==> config.mk <==
export PLATFORM = sky130hd
export DESIGN_NAME = mem_pim_batch_scheduler
export DESIGN_NICKNAME = d
export VERILOG_FILES = /design/src/hw/rtl/mpbs_pkg.sv /design/src/hw/rtl/mem_pim_batch_scheduler.sv /design/src/hw/rtl/mpbs_regs.sv /design/src/hw/rtl/mpbs_core.sv /design/src/hw/rtl/mpbs_out_reg.sv
export SDC_FILE = /design/constraint.sdc
export NUM_CORES = 1
export LEC_CHECK = 0
export ABC_CLOCK_PERIOD_IN_PS = 15100
export BUFFER_PORTS_ARGS = -buffer_cell sky130_fd_sc_hd__buf_4
export CORE_ASPECT_RATIO = 0.9
export CORE_UTILIZATION = 47
export DETAILED_ROUTE_END_ITERATION = 6
export PLACE_DENSITY = 0.76
export SYNTH_ARGS = -nofsm -noshare
export SYNTH_HDL_FRONTEND = slang
export SYNTH_HIERARCHICAL = 1
export SYNTH_SLANG_ARGS = --single-unit
==> constraint.sdc <==
create_clock -name i_clk -period 15.1 [get_ports i_clk]
set_input_delay 3.02 -clock i_clk [delete_from_list [all_inputs] [get_ports i_clk]]
set_output_delay 3.02 -clock i_clk [all_outputs]
set_load 0.03 [all_outputs]
==> src/hw/rtl/mpbs_pkg.sv <==
// shared types and constants for the memory/pim batch scheduler
// no dependencies; imported by every scheduler module

package mpbs_pkg;

    // scheduler mode codes
    localparam logic [2:0] MODE_WAIT  = 3'd0;
    localparam logic [2:0] MODE_MEM   = 3'd1;
    localparam logic [2:0] MODE_TOPIM = 3'd2;
    localparam logic [2:0] MODE_PIM   = 3'd3;
    localparam logic [2:0] MODE_TOMEM = 3'd4;

    // register map, word index taken from paddr[2]
    localparam int unsigned ADDR_W = 3;
    localparam logic REG_BATCH_SIZE  = 1'b0;
    localparam logic REG_QUEUE_LIMIT = 1'b1;

    localparam logic [15:0] BATCH_SIZE_RST  = 16'd16;
    localparam logic [6:0]  QUEUE_LIMIT_RST = 7'd64;

    localparam int unsigned BUDGET_W = 32;

    typedef struct packed {
        logic [15:0] batch_size;
        logic [6:0]  queue_limit;
    } t_cfg;

    typedef struct packed {
        logic        trace_present;
        logic [31:0] trace_time;
        logic        trace_is_write;
        logic        next_present;
        logic [31:0] after_time;
        logic        read_blocked;
        logic        dram_accepts;
        logic [6:0]  retired_count;
        logic        pe_halted;
        logic        cpu_ready;
        logic        dram_drained;
    } t_tick;

    typedef struct packed {
        logic [2:0] mode;
        logic       issue;
        logic       dram_tick;
        logic       cpu_tick;
        logic       cpu_pause;
        logic       cpu_resume;
        logic       finished;
    } t_result;

endpackage

==> src/hw/rtl/mem_pim_batch_scheduler.sv <==
// top level of the memory/pim batch scheduler
// depends on mpbs_pkg, mpbs_regs, mpbs_core, mpbs_out_reg
//
//  channel   direction  handshake                 payload
//  -------   ---------  ------------------------  ------------------------------
//  in        sink       i_in_valid / o_in_ready   trace head, next, dram/pim status
//  out       source     o_out_valid / i_out_ready mode plus issue/tick/pause/resume/finished
//  cfg       apb slave  psel, penable, pwrite     batch_size @0x0, queue_limit @0x4
//
//  one status tick per clock while out is not blocked; its result shows on the out channel
//  the cycle after transfer, from the result register behind the decision logic
//  reset is synchronous, active low; all scheduler state returns to wait_batch
//  a stalled consumer holds the result register; a new tick is taken the same
//  cycle the held result leaves, so the input only stalls while out is blocked

module mem_pim_batch_scheduler
    import mpbs_pkg::*;
#(
    parameter int unsigned CLOCK_WIDTH = 32,
    parameter int unsigned MAX_QUEUE   = 64
) (
    input  logic              i_clk,
    input  logic              i_rst_n,
    // configuration port
    input  logic              psel,
    input  logic              penable,
    input  logic              pwrite,
    input  logic [ADDR_W-1:0] paddr,
    input  logic [31:0]       pwdata,
    output logic [31:0]       prdata,
    output logic              pready,
    // tick input
    input  logic              i_in_valid,
    output logic              o_in_ready,
    input  logic              i_trace_present,
    input  logic [31:0]       i_trace_time,
    input  logic              i_trace_is_write,
    input  logic              i_next_present,
    input  logic [31:0]       i_after_time,
    input  logic              i_read_blocked,
    input  logic              i_dram_accepts,
    input  logic [6:0]        i_retired_count,
    input  logic              i_pe_halted,
    input  logic              i_cpu_ready,
    input  logic              i_dram_drained,
    // result output
    output logic              o_out_valid,
    input  logic              i_out_ready,
    output logic [2:0]        o_mode,
    output logic              o_issue,
    output logic              o_dram_tick,
    output logic              o_cpu_tick,
    output logic              o_cpu_pause,
    output logic              o_cpu_resume,
    output logic              o_finished
);

    t_cfg    w_cfg;
    t_tick   w_tick;
    t_result w_next_result;
    t_result w_result;
    logic    w_free;
    logic    w_xfer;

    // gather input fields
    assign w_tick.trace_present  = i_trace_present;
    assign w_tick.trace_time     = i_trace_time;
    assign w_tick.trace_is_write = i_trace_is_write;
    assign w_tick.next_present   = i_next_present;
    assign w_tick.after_time     = i_after_time;
    assign w_tick.read_blocked   = i_read_blocked;
    assign w_tick.dram_accepts   = i_dram_accepts;
    assign w_tick.retired_count  = i_retired_count;
    assign w_tick.pe_halted      = i_pe_halted;
    assign w_tick.cpu_ready      = i_cpu_ready;
    assign w_tick.dram_drained   = i_dram_drained;

    // input transfer: state advances and the result register loads together
    assign o_in_ready = w_free;
    assign w_xfer     = i_in_valid && w_free;

    mpbs_regs u_regs (
        .i_clk   (i_clk),
        .i_rst_n (i_rst_n),
        .psel    (psel),
        .penable (penable),
        .pwrite  (pwrite),
        .paddr   (paddr),
        .pwdata  (pwdata),
        .prdata  (prdata),
        .pready  (pready),
        .o_cfg   (w_cfg)
    );

    mpbs_core #(
        .CLOCK_WIDTH (CLOCK_WIDTH),
        .MAX_QUEUE   (MAX_QUEUE)
    ) u_core (
        .i_clk    (i_clk),
        .i_rst_n  (i_rst_n),
        .i_load   (w_xfer),
        .i_cfg    (w_cfg),
        .i_tick   (w_tick),
        .o_result (w_next_result)
    );

    mpbs_out_reg u_out (
        .i_clk    (i_clk),
        .i_rst_n  (i_rst_n),
        .i_load   (w_xfer),
        .i_result (w_next_result),
        .i_ready  (i_out_ready),
        .o_valid  (o_out_valid),
        .o_free   (w_free),
        .o_result (w_result)
    );

    // scatter result fields
    assign o_mode       = w_result.mode;
    assign o_issue      = w_result.issue;
    assign o_dram_tick  = w_result.dram_tick;
    assign o_cpu_tick   = w_result.cpu_tick;
    assign o_cpu_pause  = w_result.cpu_pause;
    assign o_cpu_resume = w_result.cpu_resume;
    assign o_finished   = w_result.finished;

endmodule

==> src/hw/rtl/mpbs_regs.sv <==
// apb configuration registers: batch size and queue limit
// depends on mpbs_pkg

module mpbs_regs
    import mpbs_pkg::*;
(
    input  logic              i_clk,
    input  logic              i_rst_n,
    input  logic              psel,
    input  logic              penable,
    input  logic              pwrite,
    input  logic [ADDR_W-1:0] paddr,
    input  logic [31:0]       pwdata,
    output logic [31:0]       prdata,
    output logic              pready,
    output t_cfg              o_cfg
);

    t_cfg r_cfg;
    logic w_wr;

    assign pready = 1'b1;
    assign w_wr   = psel && penable && pwrite && pready;

    always_ff @(posedge i_clk) begin
        if (!i_rst_n) begin
            r_cfg.batch_size  <= BATCH_SIZE_RST;
            r_cfg.queue_limit <= QUEUE_LIMIT_RST;
        end else if (w_wr) begin
            unique case (paddr[2])
                REG_BATCH_SIZE:  r_cfg.batch_size  <= pwdata[15:0];
                REG_QUEUE_LIMIT: r_cfg.queue_limit <= pwdata[6:0];
                default: ;
            endcase
        end
    end

    always_comb begin
        unique case (paddr[2])
            REG_BATCH_SIZE:  prdata = 32'(r_cfg.batch_size);
            REG_QUEUE_LIMIT: prdata = 32'(r_cfg.queue_limit);
            default:         prdata = '0;
        endcase
    end

    assign o_cfg = r_cfg;

endmodule

==> src/hw/rtl/mpbs_core.sv <==
// scheduler state and per-tick decision logic
// depends on mpbs_pkg

module mpbs_core
    import mpbs_pkg::*;
#(
    parameter int unsigned CLOCK_WIDTH = 32,
    parameter int unsigned MAX_QUEUE   = 64
) (
    input  logic    i_clk,
    input  logic    i_rst_n,
    input  logic    i_load,
    input  t_cfg    i_cfg,
    input  t_tick   i_tick,
    output t_result o_result
);

    localparam int unsigned OW = $clog2(MAX_QUEUE + 1);
    localparam int unsigned LW = (OW > 7) ? OW : 7;
    localparam int unsigned TW = (CLOCK_WIDTH > 32) ? CLOCK_WIDTH : 32;

    logic [2:0]             r_mode, n_mode;
    logic [CLOCK_WIDTH-1:0] r_clk, n_clk;
    logic [15:0]            r_batch_left, n_batch_left;
    logic                   r_batch_started, n_batch_started;
    logic                   r_pim_started, n_pim_started;
    logic [BUDGET_W-1:0]    r_mem_budget, n_mem_budget;
    logic [BUDGET_W-1:0]    r_pim_budget, n_pim_budget;
    logic [OW-1:0]          r_outstanding, n_outstanding;
    logic                   r_pe_done, n_pe_done;
    logic                   r_trace_done, n_trace_done;

    logic [2:0]    w_mode;
    logic          w_is_mem, w_core_avail, w_can_issue, w_issue, w_drained;
    logic [OW-1:0] w_out_ret;
    logic [LW-1:0] w_limit;
    logic          w_head_present, w_head_arrived, w_want;
    logic [31:0]   w_head_time;
    logic          w_tick, w_pause, w_resume;

    always_comb begin
        w_mode       = (r_mode > MODE_TOMEM) ? MODE_WAIT : r_mode;
        w_is_mem     = (w_mode == MODE_WAIT) || (w_mode == MODE_MEM);
        w_core_avail = i_tick.pe_halted || i_tick.cpu_ready;

        // memory clock first, saturating
        n_clk = r_clk;
        if (w_is_mem && (r_clk != {CLOCK_WIDTH{1'b1}}))
            n_clk = r_clk + 1'b1;

        // retirements, clamped at zero
        if (LW'(i_tick.retired_count) >= LW'(r_outstanding))
            w_out_ret = '0;
        else
            w_out_ret = OW'(LW'(r_outstanding) - LW'(i_tick.retired_count));
        w_drained = (w_out_ret == '0);

        w_limit = (LW'(i_cfg.queue_limit) < LW'(MAX_QUEUE)) ?
                  LW'(i_cfg.queue_limit) : LW'(MAX_QUEUE);

        w_can_issue = 1'b1;
        if (w_mode == MODE_MEM)
            w_can_issue = (r_batch_left != '0) || !w_core_avail || i_tick.pe_halted;

        w_issue = w_can_issue && i_tick.trace_present
                  && (LW'(w_out_ret) < w_limit)
                  && (TW'(i_tick.trace_time) <= TW'(n_clk))
                  && !(!i_tick.trace_is_write && i_tick.read_blocked)
                  && i_tick.dram_accepts;

        n_outstanding = w_issue ? (w_out_ret + 1'b1) : w_out_ret;
        n_batch_left  = r_batch_left;
        if (w_issue && w_is_mem && (r_batch_left != '0))
            n_batch_left = r_batch_left - 1'b1;

        // trace head after a possible pop
        w_head_present = w_issue ? i_tick.next_present : i_tick.trace_present;
        w_head_time    = w_issue ? i_tick.after_time : i_tick.trace_time;
        w_head_arrived = TW'(w_head_time) <= TW'(n_clk);
        w_want         = w_can_issue && w_head_present && w_head_arrived;

        n_mode = w_mode;
        unique case (w_mode)
            MODE_WAIT: begin
                if (n_outstanding != '0)
                    n_mode = MODE_MEM;
                else if (!w_head_present && !i_tick.pe_halted)
                    n_mode = MODE_TOPIM;
            end
            MODE_MEM: begin
                if (!i_tick.pe_halted && r_batch_started && w_core_avail
                    && w_drained && !w_want)
                    n_mode = MODE_TOPIM;
            end
            MODE_TOPIM: begin
                if (i_tick.pe_halted)
                    n_mode = MODE_TOMEM;
                else if (!r_pim_started || i_tick.cpu_ready)
                    n_mode = MODE_PIM;
            end
            MODE_PIM: begin
                if (i_tick.pe_halted || (w_head_present && (r_pim_budget >= r_mem_budget)))
                    n_mode = MODE_TOMEM;
            end
            default: begin
                if (i_tick.pe_halted || i_tick.cpu_ready)
                    n_mode = MODE_WAIT;
            end
        endcase

        n_batch_started = r_batch_started;
        n_pim_started   = r_pim_started;
        n_mem_budget    = r_mem_budget;
        n_pim_budget    = r_pim_budget;
        w_pause         = 1'b0;
        w_resume        = 1'b0;
        w_tick          = 1'b0;

        // entry actions
        if (n_mode != w_mode) begin
            unique case (n_mode)
                MODE_MEM: begin
                    n_batch_started = 1'b1;
                    n_mem_budget    = '0;
                end
                MODE_TOPIM: begin
                    n_outstanding = '0;
                    n_pim_budget  = '0;
                    w_resume      = r_pim_started;
                end
                MODE_PIM: n_pim_started = 1'b1;
                MODE_TOMEM: w_pause = !i_tick.pe_halted && (w_mode == MODE_PIM);
                default: begin
                    n_batch_left    = i_cfg.batch_size;
                    n_batch_started = 1'b0;
                    n_mem_budget    = '0;
                    n_pim_budget    = '0;
                end
            endcase
        end

        // per-mode work after the decision
        unique case (n_mode)
            MODE_MEM: begin
                if (n_mem_budget != {BUDGET_W{1'b1}})
                    n_mem_budget = n_mem_budget + 1'b1;
            end
            MODE_TOPIM: w_tick = n_pim_started;
            MODE_PIM: begin
                w_tick = 1'b1;
                if (n_pim_budget != {BUDGET_W{1'b1}})
                    n_pim_budget = n_pim_budget + 1'b1;
            end
            MODE_TOMEM: w_tick = !i_tick.pe_halted;
            default: ;
        endcase

        n_pe_done    = r_pe_done || i_tick.pe_halted;
        n_trace_done = r_trace_done || (!w_head_present && i_tick.dram_drained);

        o_result.mode       = n_mode;
        o_result.issue      = w_issue;
        o_result.dram_tick  = w_is_mem;
        o_result.cpu_tick   = w_tick;
        o_result.cpu_pause  = w_pause;
        o_result.cpu_resume = w_resume;
        o_result.finished   = n_pe_done && n_trace_done;
    end

    always_ff @(posedge i_clk) begin
        if (!i_rst_n) begin
            r_mode          <= MODE_WAIT;
            r_clk           <= '0;
            r_batch_left    <= BATCH_SIZE_RST;
            r_batch_started <= 1'b0;
            r_pim_started   <= 1'b0;
            r_mem_budget    <= '0;
            r_pim_budget    <= '0;
            r_outstanding   <= '0;
            r_pe_done       <= 1'b0;
            r_trace_done    <= 1'b0;
        end else if (i_load) begin
            r_mode          <= n_mode;
            r_clk           <= n_clk;
            r_batch_left    <= n_batch_left;
            r_batch_started <= n_batch_started;
            r_pim_started   <= n_pim_started;
            r_mem_budget    <= n_mem_budget;
            r_pim_budget    <= n_pim_budget;
            r_outstanding   <= n_outstanding;
            r_pe_done       <= n_pe_done;
            r_trace_done    <= n_trace_done;
        end
    end

endmodule

==> src/hw/rtl/mpbs_out_reg.sv <==
// result register with valid/ready toward the consumer
// depends on mpbs_pkg

module mpbs_out_reg
    import mpbs_pkg::*;
(
    input  logic    i_clk,
    input  logic    i_rst_n,
    input  logic    i_load,
    input  t_result i_result,
    input  logic    i_ready,
    output logic    o_valid,
    output logic    o_free,
    output t_result o_result
);

    logic    r_valid;
    t_result r_result;

    // free when empty or the held result leaves this cycle
    assign o_free = !r_valid || i_ready;

    always_ff @(posedge i_clk) begin
        if (!i_rst_n) begin
            r_valid <= 1'b0;
        end else if (i_load) begin
            r_valid <= 1'b1;
        end else if (i_ready) begin
            r_valid <= 1'b0;
        end
    end

    always_ff @(posedge i_clk) begin
        if (i_load) begin
            r_result <= i_result;
        end
    end

    assign o_valid  = r_valid;
    assign o_result = r_result;

endmodule
# Word level (Yosys, flattened, before mapping)
# Index checks and enable logic that the tools add are counted.
# Widths: inputs -> output; s select.
dict set report word_totals {
  reg_bits 159
  input_bits 121
  output_inout_bits 44
  word_cells 135
}
dict set report op_classes {
  addsub 6
  magnitude_cmp 7
  eq_ne 11
  mux 36
  n_bitwise 2
  n_reduce_logical 53
}
# operator count
set ops {}
lappend ops {{$mux 32} 10}
lappend ops {{$add 32x1->32 const B} 3}
lappend ops {{$ne 32x32->1 const B} 3}
lappend ops {{$le 32x32->1} 2}
lappend ops {{$pmux 32 s2} 1}
lappend ops {{$mux 16} 3}
lappend ops {{$mux 7} 5}
lappend ops {{$ge 32x32->1} 1}
lappend ops {{$mux 3} 8}
lappend ops {{$logic_and 1x1->1} 23}
lappend ops {{$reduce_bool 16->1} 1}
lappend ops {{$sub 16x1->16 const B} 1}
lappend ops {{$eq 3x2->1 const B} 4}
lappend ops {{$pmux 3 s4} 1}
lappend ops {{$logic_or 1x1->1} 9}
lappend ops {{$logic_not 1->1} 8}
lappend ops {{$reduce_and 2->1} 4}
lappend ops {{$add 7x1->7 const B} 1}
lappend ops {{$ge 7x7->1} 1}
lappend ops {{$logic_not 7->1} 1}
lappend ops {{$lt 7x7->1} 1}
lappend ops {{$lt 7x7->1 const B} 1}
lappend ops {{$reduce_bool 7->1} 1}
lappend ops {{$sub 7x7->7} 1}
lappend ops {{13 further kinds} 21}

# Logic depth before layout (Yosys ltp)
dict set report logic_depth {
  word_depth 24
  ltp_mapped 39
  depth_no_buf 34
}

# Cells and area by module
# The synthesis kept the hierarchy.
# module n_inst cells_each area_per_inst_um2 seq_area_each_um2
set by_module_without_submodules {}
lappend by_module_without_submodules {mpbs_core 1 1370 10645.2 2522.4}
lappend by_module_without_submodules {mpbs_regs 1 132 1208.7 460.4}
lappend by_module_without_submodules {mpbs_out_reg 1 13 319.1 290.3}
lappend by_module_without_submodules {mem_pim_batch_scheduler 1 1 6.3 0.0}

# Least setup slack after synthesis
# No wires, ideal clock.
dict set report synth_path {
  path_type {input -> register}
  startpoint {input i_retired_count[5]}
  endpoint {register u_core.r_mem_budget[23]}
  setup_ps 128
  arrival_ps 10169
  t_required_ps 14972
  path_slack_ps 4804
  cell_stages 30
  path_buffers 4
  path_cell_list {inv_1 ha_1 nor3b_1 a311o_1 a311oi_1 nor2_1 ha_1 a21o_1 a2111oi_0 o211ai_1 or3_1 buf_6 a21oi_2 clkbuf_1 mux2_2 ha_1 a21o_1 a211o_1 o211ai_1 o2111ai_1 a32o_1 or3_1 o211a_1 nor4b_1 o211ai_1 buf_2 buf_2 nor4_1 xor2_1 nor2_1}
}
dict set report synth_via {
  elab_chain_cells 21
  elab_cells_between_ends 41
  classes_between {add/sub (3); order compare (3); eq/ne (6); mux (13); reduce/logical (16)}
}
# element line_no
set synth_rtl {}
lappend synth_rtl {{start, declared} mem_pim_batch_scheduler.sv:42} ;# input logic [6:0] i_retired_count,
lappend synth_rtl {{$sub 7x7->7 / $ge 7x7->1 (equally long branches)} {mpbs_core.sv:55, mpbs_core.sv:52}}
lappend synth_rtl {{$mux 7 *} mpbs_core.sv:52} ;# if (LW'(i_tick.retired_count) >= LW'(r_outstanding))
lappend synth_rtl {{$lt 7x7->1} mpbs_core.sv:66} ;# && (LW'(w_out_ret) < w_limit)
lappend synth_rtl {{$logic_and 1x1->1} mpbs_core.sv:66}
lappend synth_rtl {{$logic_and 1x1->1} mpbs_core.sv:67} ;# && (TW'(i_tick.trace_time) <= TW'(n_clk))
lappend synth_rtl {{$logic_and 1x1->1} mpbs_core.sv:68} ;# && !(!i_tick.trace_is_write && i_tick.read_blocked)
lappend synth_rtl {{$logic_and 1x1->1} mpbs_core.sv:69} ;# && i_tick.dram_accepts;
lappend synth_rtl {{$mux 32 / $mux 1 (equally long branches)} {mpbs_core.sv:78, mpbs_core.sv:77}}
lappend synth_rtl {{[5 not listed]} --}
lappend synth_rtl {{$pmux 3 s4 *} mpbs_core.sv:83} ;# unique case (w_mode)
lappend synth_rtl {{$eq 3x2->1 / $eq 3x3->1 (equally long branches)} mpbs_core.sv:121} ;# unique case (n_mode)
lappend synth_rtl {{$reduce_or 3->1 (no source line)} --}
lappend synth_rtl {{$mux 32} mpbs_core.sv:121}
lappend synth_rtl {{$mux 32} mpbs_core.sv:120} ;# if (n_mode != w_mode) begin
lappend synth_rtl {{$add 32x1->32 / $ne 32x32->1 (equally long branches)} {mpbs_core.sv:146, mpbs_core.sv:145}}
lappend synth_rtl {{$mux 32} mpbs_core.sv:145} ;# if (n_mem_budget != {BUDGET_W{1'b1}})
lappend synth_rtl {{$mux 32 *} mpbs_core.sv:143} ;# unique case (n_mode)
lappend synth_rtl {{end signal, assigned} mpbs_core.sv:188} ;# r_mem_budget <= n_mem_budget;
lappend synth_rtl {{end, declared} mpbs_core.sv:27} ;# logic [BUDGET_W-1:0] r_mem_budget, n_mem_budget;
# Mark *: on every way between the ends. The rest lies on a longest branch, timed or not.
# A chain may end at the register's enable or synchronous reset.

==> metrics.md <==
| Metric | Value |
|---|---|
| Comb pwr share | 18.4% |
| Crit share post-route | 76.8% |
| Area growth syn-to-layout | 13.8% |
| Worst EP required | 15.37 ns |
| Num CTS Buffers | 17 |
| MaxCap Viol Count | 0 |
| # rows | 55 |
| Worst-margin pin slew | 1.24 ns |
| Fmax | 0.0862 GHz |
| Slowest CP cell | a311oi_1 |
| Resized cells post-CTS | 0 |
| Post-synth top area share | 24.7% |
| Sw frac | 28.5% |
| Power Total | 1110 uW |
| Via count | 11,200 |
| Crit start category | input pin |
| Worst hold path class | register to register |
| Clk pwr share | 41.9% |
| Post-route minimum period | 11.60 ns |
| Fillers | 2,315 |
| Skew final | 0.0102 ns |
| Yosys top cell by area | dfxtp_1 |
| TritonRoute pass-1 iters | 6 |
| Die area | 26,600 sq um |
| P_sw | 317 uW |
| P_leak | 0.00542 uW |
| Setup TNS | 0 ns |
| Post-synth EDFFs | 9 |
| Final WL | 30,100 microns |
| Vias in the first global route | 10,500 |
| Clk Latency, worst-skew pair | 0.43 ns |
| Htree depth | 4 |
| Status | finished, final reports clean |
| Nets@finish | 1,831 |
| Power Dens Cells | 80.3 nW/um^2 |
| HPWL Detailed | 22,200 microns |
| Gr ovfl total | 0 |
| Crit path DAT | 11.88 ns |
| Final hold violation count | 0 |
| Hold-fix buffers, CTS | 0 |
| Worst rel slew slack | 17.0% |
| Commonest non-fill, non-tap cell in the layout | nand2_1 |
| Final instance area | 13,900 sq um |
| Synth warnings | 6 |
| Synth Cell Area | 12,200 sq um |
| Post-CTS setup buffer count | 0 |
| Commonest non-fill, non-tap cells in the layout | nand2_1, dfxtp_1, nor2_1 |
| Synthesized area per cell | 8.03 sq um |
| Clock transition at path regs | 0.06 ns |
| Layout cell share with drive strength beyond 1 | 15.5% |
| Antenna-violating nets left | 0 |
| Deepest clock path buffer count | 2 |
| CP max FO | 33 |
| Top_reg_cell synth | dfxtp_1 |
| Die Y | 155 microns |
| #FFs+latches synth | 159 |
| Initial antenna violation count | 0 |
| Drt drc | 0 |
| Peak VDD IR | 0.0000804 V |
| Async set-reset flop share out of synthesis | 0% |
| Max incr delay on CP | 0.69 ns |
| Post-Syn Instances | 1,516 |
| Distinct cells, synth | 91 |
| Type of the worst setup path | input pin to register |
| Pins Over Slew Limit | 0 |
| Seq pwr share | 39.7% |
| N_diodes | 0 |
| Crit end category | register |
| Top post-synthesis cells by area | dfxtp_1, ha_1, nand2_1 |
| Iter 0 DRT Violations | 926 |
| CTS tree | done |
| Sink Count | 159 |
| Core ar. | 25,300 sq um |
| Final GP Congestion | 0.897 |
| Top-Level Pins | 165 |
| Port bufs | 129 |
| Starting Density | 48.1% |
| RSZ-0062 raised after global routing | no |
| DR vias/cell | 5.75 |
| Seq/Total Area, Yosys | 26.9% |
| Setup violators final | 0 |
| Die W | 172 microns |
| Total track usage | 22.8% |
| Placed cell areas | 13,200 sq um |
| Wire per inst | 15.4 microns |
| Largest net degree at the start of global routing | 90 |
| First-pass GRT wire length | 49,500 microns |
| Pint | 795 uW |
| Clock root cell | clkbuf_16 |
-- cell type report --
| type | instances | area, sq um | area share, % |
|---|---|---|---|
| multi-input cells | 1212 | 8240 | 59.4 |
| flip-flops and latches | 159 | 3270 | 23.6 |
| repair buffers | 134 | 1010 | 7.26 |
| clock buffers | 22 | 485 | 3.50 |
| well taps | 342 | 428 | 3.09 |
| inverters | 73 | 275 | 1.99 |
| clock inverters | 10 | 151 | 1.09 |
-- power groups by stage --
stage                     Combinational [uW]  Clock [uW]  Sequential (uW)
after floorplan                          141           0              451
after global placement                   196           0              450
after detailed placement                 201           0              450
after CTS                                202         473              441
after global routing                     225         491              442
final                                    204         466              441
-- cell usage after synthesis, drive strengths merged, types with 9 or more instances --
cell,number
a211o,9
a211oi,21
a21o,29
a21oi,69
a22oi,10
and2,21
and3,35
buf,38
clkbuf,49
dfxtp,150
edfxtp,9
ha,112
inv,73
mux2,40
mux2i,25
nand2,176
nand2b,10
nand3,59
nand4,43
nor2,146
nor2b,28
nor3,26
nor3b,9
nor4,23
o211ai,18
o21a,12
o21ai,50
or2,15
or3,19
xnor2,38
xor2,54
-- layer usage --
| layer | GRT usage (%) | vias to the layer above | part of all wire [%] |
|---|---|---|---|
| li1 | - | 5570 | - |
| met1 | 30.2 | 5243 | 47 |
| met2 | 37.9 | 376 | 46 |
| met3 | 3.63 | 33 | 6.1 |
| met4 | 6.93 | 0 | 1.4 |
| met5 | 0 | - | 0 |
-- worst max-delay path: cells and delay by family --
family / cells / cell delay [ns]
AOI/OAI and AO/OA: 15 / 4.09
adders and majority gates: 3 / 1.04
buffers and inverters: 4 / 0.82
muxes: 1 / 0.40
and+or+nand+nor: 6 / 2.48
-- flip-flops by register name, summed over array words and instances (netlist names) --
name,flops
u_core/r_pim_started,1
u_core/r_pe_done,1
u_core/r_outstanding,7
u_core/r_mode,3
u_core/r_batch_left,16
u_regs/o_cfg,23
u_out/o_valid,1
u_core/r_mem_budget,32
u_out/o_result,9
u_core/r_pim_budget,32
u_core/r_trace_done,1
u_core/r_clk,32
u_core/r_batch_started,1
-- through the flow --
| stage | util, % | setup slack (ns) | instances | hold slack [ns] |
|---|---|---|---|---|
| after floorplan | - | 4.80 | 1531 | 0.437 |
| after global placement | 52.2 | 3.38 | 1920 | 0.449 |
| after detailed placement | 52.2 | 3.30 | 1920 | 0.466 |
| after CTS | 54.7 | 3.69 | 1952 | 0.481 |
| after global routing | 54.7 | 2.94 | 1952 | 0.502 |
| final | 54.7 | 3.50 | 1952 | 0.479 |
-- worst paths after layout --
check                                        start                       to  slack [ns]  cells past startpoint
worst min register to register     u_regs/o_cfg[2]          u_regs/o_cfg[2]        0.48                      2
worst max-delay path            i_retired_count[5]  u_core/r_mem_budget[30]        3.50                     29
worst max register to register     u_core/r_clk[2]  u_core/r_mem_budget[30]        4.18                     35
worst min-delay path               u_regs/o_cfg[2]          u_regs/o_cfg[2]        0.48                      2
-- kinds of logic after synthesis --
family,synth area share [%]
buffers and inverters,6.05
and+or+nand+nor,26.4
DFF,26.9
muxes,5.78
AOI/OAI and AO/OA,16.5
xor gates and xnor gates,6.62
adders and majority gates,11.7
other,0.0617
(Power assumes the default switching activity.)
